**src/design/bdq_pkg.sv**
```systemverilog
// Package with the shared types and constants of the bounded deque engine.
`default_nettype none
package bdq_pkg;
    localparam int CAPACITY = 1024;
    localparam int DATA_WIDTH = 32;
    localparam int SLOT_W = $clog2(CAPACITY);
    localparam int CNT_W = SLOT_W + 1;
    localparam int VALUE_W = 32;
    localparam int POS_W = 11;
    localparam int OP_W = 4;
    localparam int ST_W = 2;

    localparam logic [OP_W-1:0] OP_PUSH_TAIL  = 4'd0;
    localparam logic [OP_W-1:0] OP_PUSH_HEAD  = 4'd1;
    localparam logic [OP_W-1:0] OP_POP_TAIL   = 4'd2;
    localparam logic [OP_W-1:0] OP_POP_HEAD   = 4'd3;
    localparam logic [OP_W-1:0] OP_READ_AT    = 4'd4;
    localparam logic [OP_W-1:0] OP_INSERT_AT  = 4'd5;
    localparam logic [OP_W-1:0] OP_ERASE_AT   = 4'd6;
    localparam logic [OP_W-1:0] OP_READ_FRONT = 4'd7;
    localparam logic [OP_W-1:0] OP_READ_BACK  = 4'd8;

    localparam logic [ST_W-1:0] ST_OK    = 2'd0;
    localparam logic [ST_W-1:0] ST_EMPTY = 2'd1;
    localparam logic [ST_W-1:0] ST_FULL  = 2'd2;
    localparam logic [ST_W-1:0] ST_RANGE = 2'd3;

    localparam int QDEPTH = 2;

    typedef struct packed {
        logic [OP_W-1:0]    opcode;
        logic [VALUE_W-1:0] value;
        logic [POS_W-1:0]   position;
    } t_cmd;

    typedef struct packed {
        logic [VALUE_W-1:0] read_value;
        logic [ST_W-1:0]    status;
        logic [POS_W-1:0]   element_count;
    } t_rsp;

    typedef enum logic [2:0] {
        S_IDLE, S_RD, S_SHIFT_RD, S_SHIFT_WR, S_FINAL, S_OUT
    } t_state;
endpackage
`default_nettype wire

```
**src/design/bdq_if.sv**
```systemverilog
// Valid/ready channel interface used for commands and responses.
`default_nettype none
interface bdq_cmd_if;
    logic           valid;
    logic           ready;
    bdq_pkg::t_cmd  payload;
    modport source (output valid, output payload, input ready);
    modport sink (input valid, input payload, output ready);
endinterface

`default_nettype wire

```
**src/design/bdq_front.sv**
```systemverilog
// Front end: accepts command beats into a short queue for the back end.
`default_nettype none
module bdq_front (
    input  wire             i_clk,
    input  wire             i_rst_n,
    bdq_cmd_if.sink         cmd,
    output logic            o_q_valid,
    output bdq_pkg::t_cmd   o_q_cmd,
    input  wire             i_q_pop
);
    bdq_pkg::t_cmd r_q [bdq_pkg::QDEPTH];
    logic r_wp, n_wp, r_rp, n_rp;
    logic [1:0] r_cnt, n_cnt;
    logic push;

    assign cmd.ready = (r_cnt != 2'(bdq_pkg::QDEPTH));
    assign push = cmd.valid && cmd.ready;
    assign o_q_valid = (r_cnt != 2'd0);
    assign o_q_cmd = r_q[r_rp];

    always_comb begin
        n_wp = push ? ~r_wp : r_wp;
        n_rp = i_q_pop ? ~r_rp : r_rp;
        n_cnt = r_cnt + 2'(push) - 2'(i_q_pop);
    end

    always_ff @(posedge i_clk) begin
        if (!i_rst_n) begin
            r_wp <= 1'b0;
            r_rp <= 1'b0;
            r_cnt <= 2'd0;
        end else begin
            r_wp <= n_wp;
            r_rp <= n_rp;
            r_cnt <= n_cnt;
        end
        if (push) r_q[r_wp] <= cmd.payload;
    end
endmodule
`default_nettype wire

```
**src/flat_wrapper.sv**
```systemverilog
// flat-port wrapper written by rule: the top's interface ports become plain ports
module bdq_front_flat 
  (i_clk, i_rst_n, o_q_valid, o_q_cmd, i_q_pop, cmd_valid, cmd_payload, cmd_ready);
  bdq_cmd_if cmd_i ();
  input  wire i_clk;
  input  wire i_rst_n;
  output logic o_q_valid;
  output bdq_pkg::t_cmd o_q_cmd;
  input  wire i_q_pop;
  input wire logic [$bits(cmd_i.valid)-1:0] cmd_valid;
  input wire logic [$bits(cmd_i.payload)-1:0] cmd_payload;
  output wire logic [$bits(cmd_i.ready)-1:0] cmd_ready;
  assign cmd_i.valid = cmd_valid;
  assign cmd_i.payload = cmd_payload;
  assign cmd_ready = cmd_i.ready;
  bdq_front u_core (.i_clk(i_clk), .i_rst_n(i_rst_n), .cmd(cmd_i), .o_q_valid(o_q_valid), .o_q_cmd(o_q_cmd), .i_q_pop(i_q_pop));
endmodule
```
**config.mk**
```make
export PLATFORM = sky130hd
export DESIGN_NAME = bdq_front_flat
export DESIGN_NICKNAME = d
export VERILOG_FILES = /design/src/design/bdq_pkg.sv /design/src/design/bdq_if.sv /design/src/design/bdq_front.sv /design/src/flat_wrapper.sv
export SDC_FILE = /design/constraint.sdc
export NUM_CORES = 1
export LEC_CHECK = 0
export BUFFER_PORTS_ARGS = -buffer_cell sky130_fd_sc_hd__buf_2
export CAP_MARGIN = 15
export CORE_ASPECT_RATIO = 0.7
export CORE_MARGIN = 2
export CORE_UTILIZATION = 45
export DETAILED_ROUTE_END_ITERATION = 8
export PLACE_DENSITY_LB_ADDON = 0.25
export SLEW_MARGIN = 10
export SYNTH_ARGS = -nofsm -noshare
export SYNTH_HDL_FRONTEND = slang
export SYNTH_SLANG_ARGS = --single-unit
export TNS_END_PERCENT = 20
```
**constraint.sdc**
```tcl
create_clock -name i_clk -period 2.2 [get_ports i_clk]
set_input_delay 0.44 -clock i_clk [delete_from_list [all_inputs] [get_ports i_clk]]
set_output_delay 0.44 -clock i_clk [all_outputs]
set_load 0.02 [all_outputs]
```
# Yosys cells after proc, flatten, opt, wreduce, memory -nomap -nowiden
# Memories as Yosys holds them, arrays and structs flattened. A register that Yosys moved wholly into a read port is not among the register bits.
# Cells that the tools add are included.
[word_totals] reg_bits=4 mem_bits_rw=94 inputBits=51 output_inout_bits=49 elab_cells=15 mem_count=1
[op_classes] add_sub_neg=2 eq_ne=1 n_mux=4 bitwise_logic=2 n_reduce_logical=2
[memory_table] memory="u_core.r_q" words=2 word_bits=47 read_ports=1 rd_ports_with_merged_regs=1 wr=1 line_no="bdq_front.sv:11" rtl="bdq_pkg::t_cmd r_q [bdq_pkg::QDEPTH];"
[op_table] cell="1-bit two-way mux" count=4
[op_table] cell="2-bit by 1-bit adder with 2-bit output" count=1
[op_table] cell="2-bit inequality test, second input constant" count=1
[op_table] cell="1-bit NOT" count=2
[op_table] cell="2-bit nonzero test" count=1
[op_table] cell="2-bit by 1-bit subtractor with 2-bit output" count=1
[op_table] cell="1-bit logical AND" count=1

# Depth between registers and ports, before layout
[logic_depth] depth_word=4 depth_mapped=5 depth_no_buf=5

# Worst setup path before layout
# No wires, ideal clock.
[synth_timing] kind="register -> register" start="register u_core.r_cnt[0]" end="memory u_core.r_q[1][0] (netlist name), enable pin" setup_ps=409 arrival_ps=1715 t_required_ps=1791 setup_slack_ps=75 stages_incl_launch_ff=3 n_path_buf=0 synth_period_minus_slack_ps=2125 cell_sequence="dfxtp_1 -> nand2b_4 -> and3_1"
[synth_via] elab_chain_len=4
[synth_lines] item="from (decl)" line_no="bdq_front.sv:13" rtl="logic [1:0] r_cnt, n_cnt;"
[synth_lines] item="from (signal assigned)" line_no="bdq_front.sv:35" rtl="r_cnt <= n_cnt;"
[synth_lines] item="2-bit inequality test" line_no="bdq_front.sv:16" rtl="assign cmd.ready = (r_cnt != 2'(bdq_pkg::QDEPTH));"
[synth_lines] item="via cmd_ready" line_no="flat_wrapper.sv:12" rtl="output wire logic [$bits(cmd_i.ready)-1:0] cmd_ready;"
[synth_lines] item="1-bit logical AND" line_no="bdq_front.sv:17" rtl="assign push = cmd.valid && cmd.ready;"
[synth_lines] item="1-bit two-way mux" line_no="bdq_front.sv:37" rtl="if (push) r_q[r_wp] <= cmd.payload;"
[synth_lines] item="1-bit two-way mux (implied by the code)" line_no="bdq_front.sv:37"
[synth_lines] item="to (decl)" line_no="bdq_front.sv:11"
# The timed path passes the listed nets, and every way through them passes these cells.

==> results.py <==
metrics = {
    "global_route": {
        "grtUsageMet2_pct": 21.4,
        "antenna_found_initial": 0,
        "grt_usage_pct": 14.0,
        "grt_util_met3_pct": 6.79,
        "grt-ovfl-total": 0,
        "grt.busiest_layer": "met2",
        "grt_pass1_vias": 1853,
        "grt_first_pass_wirelength_microns": 9340,
        "met1_usage_pct": 17.3,
        "grt_max_degree": 35,
    },
    "synthesis": {
        "synth_nets": 224,
        "seq_area_frac_synth_pct": 77.6,
        "synth_area_leaders": "edfxtp_1 75%, mux2_4 12%, mux2_2 5.1%",
        "synth-seq-cells": 99,
        "netlist_instances": 172,
        "syn_area_sq_mm": 0.00377,
        "synth_top_area_cell": "edfxtp_1",
        "synth-warning-count": 0,
        "synth_top_area_share_pct": 74.9,
        "synth_cell_types": 22,
        "syn_area_per_cell_sq_um": 21.9,
    },
    "clocking": {
        "ctsHtreeMaxLevel": 3,
        "insertion_delay_ns": 0.33,
        "cts_sinks": 99,
        "ctsResizeCount": 0,
        "hold_buffers": 0,
        "cts_tree": "yes",
        "cts_buffers": 9,
        "postCtsSetupBuffers": 0,
        "cts_root_buffer": "clkbuf_16",
        "cts_max_path_buffers": 2,
        "clk_pin_slew_ns": 0.06,
    },
    "detailed_routing": {
        "dr.pass1.iters": 4,
        "drc": 0,
        "via_per_inst": 4.84,
        "drt_iter0_drc": 75,
        "antenna_left": 0,
        "wl_microns": 6120,
        "wl_per_cell_microns": 15.7,
        "vias": 1881,
    },
    "worst_setup_path": {
        "end_kind": "primary output",
        "worstPathArrival_ns": 1.48,
        "critPathRequiredTime_ns": 1.76,
        "worst-path-buf-inv": 2,
        "crit_chain": "buf_12 -> mux2_2 -> buf_2",
        "path_max_fanout": 34,
        "critPathKind": "reg2out",
        "crit_path_top_delay_cell": "mux2_2",
        "cpPeakStageDelay_ns": 0.37,
        "path_delay_family": "buffers and inverters",
        "startpoint_type": "flip-flop",
    },
    "placement": {
        "hpwl_microns": 4160,
        "place.gp.congestion": 0.672,
        "place_area_sq_mm": 0.00442,
        "io_buffers": 99,
        "dp_cells": 373,
    },
    "timing": {
        "setup_tns_ns": 0,
        "slew_violations": 0,
        "rsz0062_at_grt": "false",
        "slew-limit-headroom_pct": 71.6,
        "setup_viol": 0,
        "tightest_slew_ns": 0.426,
        "period_minus_slack_ns": 1.92,
        "skew_ns": 0.00418,
        "hold_viol": 0,
        "fin_crit_sh_pct": 87.4,
        "max_freq_ghz": 0.520,
    },
    "finish": {
        "fin_area_sq_mm": 0.00473,
        "syn_to_final_growth_pct": 25.6,
        "final_common_cell": "buf_2",
        "drive_gt1_share_pct": 59.7,
        "final_nets": 335,
        "nFillCells": 629,
        "final_cell_mix": "99 x buf_2, 94 x edfxtp_1, 30 x mux2_4",
        "insertedDiodeCount": 0,
        "final_cells": 389,
    },
    "power_and_ir_drop": {
        "peakVddDrop_uv": 553,
        "p_leak_nw": 1.87,
        "power.density_mw_per_mm2": 965,
    },
    "flow_run": {
        "drv_cap": 0,
    },
    "die": {
        "ios": 100,
        "fp-row-count": 27,
        "initial_core_util_pct": 47.1,
        "dieArea_sq_mm": 0.00913,
        "core_sq_mm": 0.00801,
        "fp.dieH_microns": 80.6,
        "die_w_microns": 113,
    },
    "run_status": {
        "status": "finished, final reports clean",
    },
    "min_path": {
        "hp-class": "in2reg",
    },
}
[Yosys cell counts]
library cell,number
nand2b_1,1
a21boi_1,1
nand2b_4,1
nand2_1,2
mux2_2,17
ha_1,1
and2b_1,1
buf_2,1
edfxtp_1,94
and3_1,2
or2_2,1
inv_1,2
nand3b_1,1
xor2_1,1
o21a_1,1
mux2i_1,2
a21oi_1,1
a21bo_2,1
dfxtp_1,5
and2_1,2
mux2_4,30
buf_6,4
[final timing paths]
| kind | from | end | slack (ns) | cells after the start |
|---|---|---|---|---|
| max | flip-flop | o_q_cmd[5] | 0.28 | 3 |
| min | cmd_payload[28] | u_core.r_q[0][28]$_DFFE_PP_ | 0.29 | 1 |
| max reg2reg | u_core.r_cnt[0]$_SDFF_PN0_ | u_core.r_q[1][5]$_DFFE_PP_ | 0.67 | 3 |
| min reg2reg | u_core.r_wp$_SDFFE_PN0P_ | u_core.r_wp$_SDFFE_PN0P_ | 0.58 | 2 |
[registers in the layout, indices dropped and copies added, names as in the netlist, named ones only]
register and flops:
u_core.r_cnt 2, u_core.r_rp 1, u_core.r_q 94, u_core.r_wp 1
[routing by layer]
layer / routed length (microns) / share of wire [%]
met5: 0 / 0
met4: 55 / 0.90
met3: 451 / 7.4
met2: 2910 / 48
met1: 2700 / 44
[where the power goes]
part	internal [mW]	switching, mW
Combinational	0.312	0.388
Sequential	2.23	0.0396
Clock	0.981	0.610
Total	3.53	1.04
[kinds of logic after synthesis]
family / after synthesis / synth area share (%)
buffers and inverters: 7 / 1.53
muxes: 49 / 17.6
xor gates and xnor gates: 1 / 0.233
and+or+nand+nor: 11 / 1.96
AOI/OAI and AO/OA: 4 / 0.797
adders and majority gates: 1 / 0.332
DFF: 99 / 77.6
[per-stage QoR]
| step | hold WS (ns) | util [%] | setup slack, ns | power (mW) |
|---|---|---|---|---|
| final | 0.291 | 59.1 | 0.276 | 4.57 |
| after floorplan | 0.518 | - | 0.0754 | 2.79 |
| after global placement | 0.558 | 55.3 | 0.615 | 3.01 |
| after CTS | 0.275 | 59.1 | 0.255 | 4.63 |
| after detailed placement | 0.574 | 55.3 | 0.590 | 3.03 |
| after global routing | 0.273 | 59.1 | 0.203 | 4.75 |
[cell type report]
type | count | area, sq um | area share, %
Timing Repair Buffer | 105 | 578 | 12.2
Sequential cell | 99 | 2920 | 61.8
Multi-Input combinational cell | 66 | 788 | 16.7
Tap cell | 101 | 126 | 2.67
Clock buffer | 9 | 225 | 4.76
Inverter | 2 | 7.51 | 0.159
Clock inverter | 7 | 82.6 | 1.75
[worst reg2reg max path: stages, from the launching register on]
cell and delay, ns:
dfxtp_1 0.37, nand2b_4 0.17, and3_2 0.46, buf_12 0.23
Power figures use the tool's default switching activity.
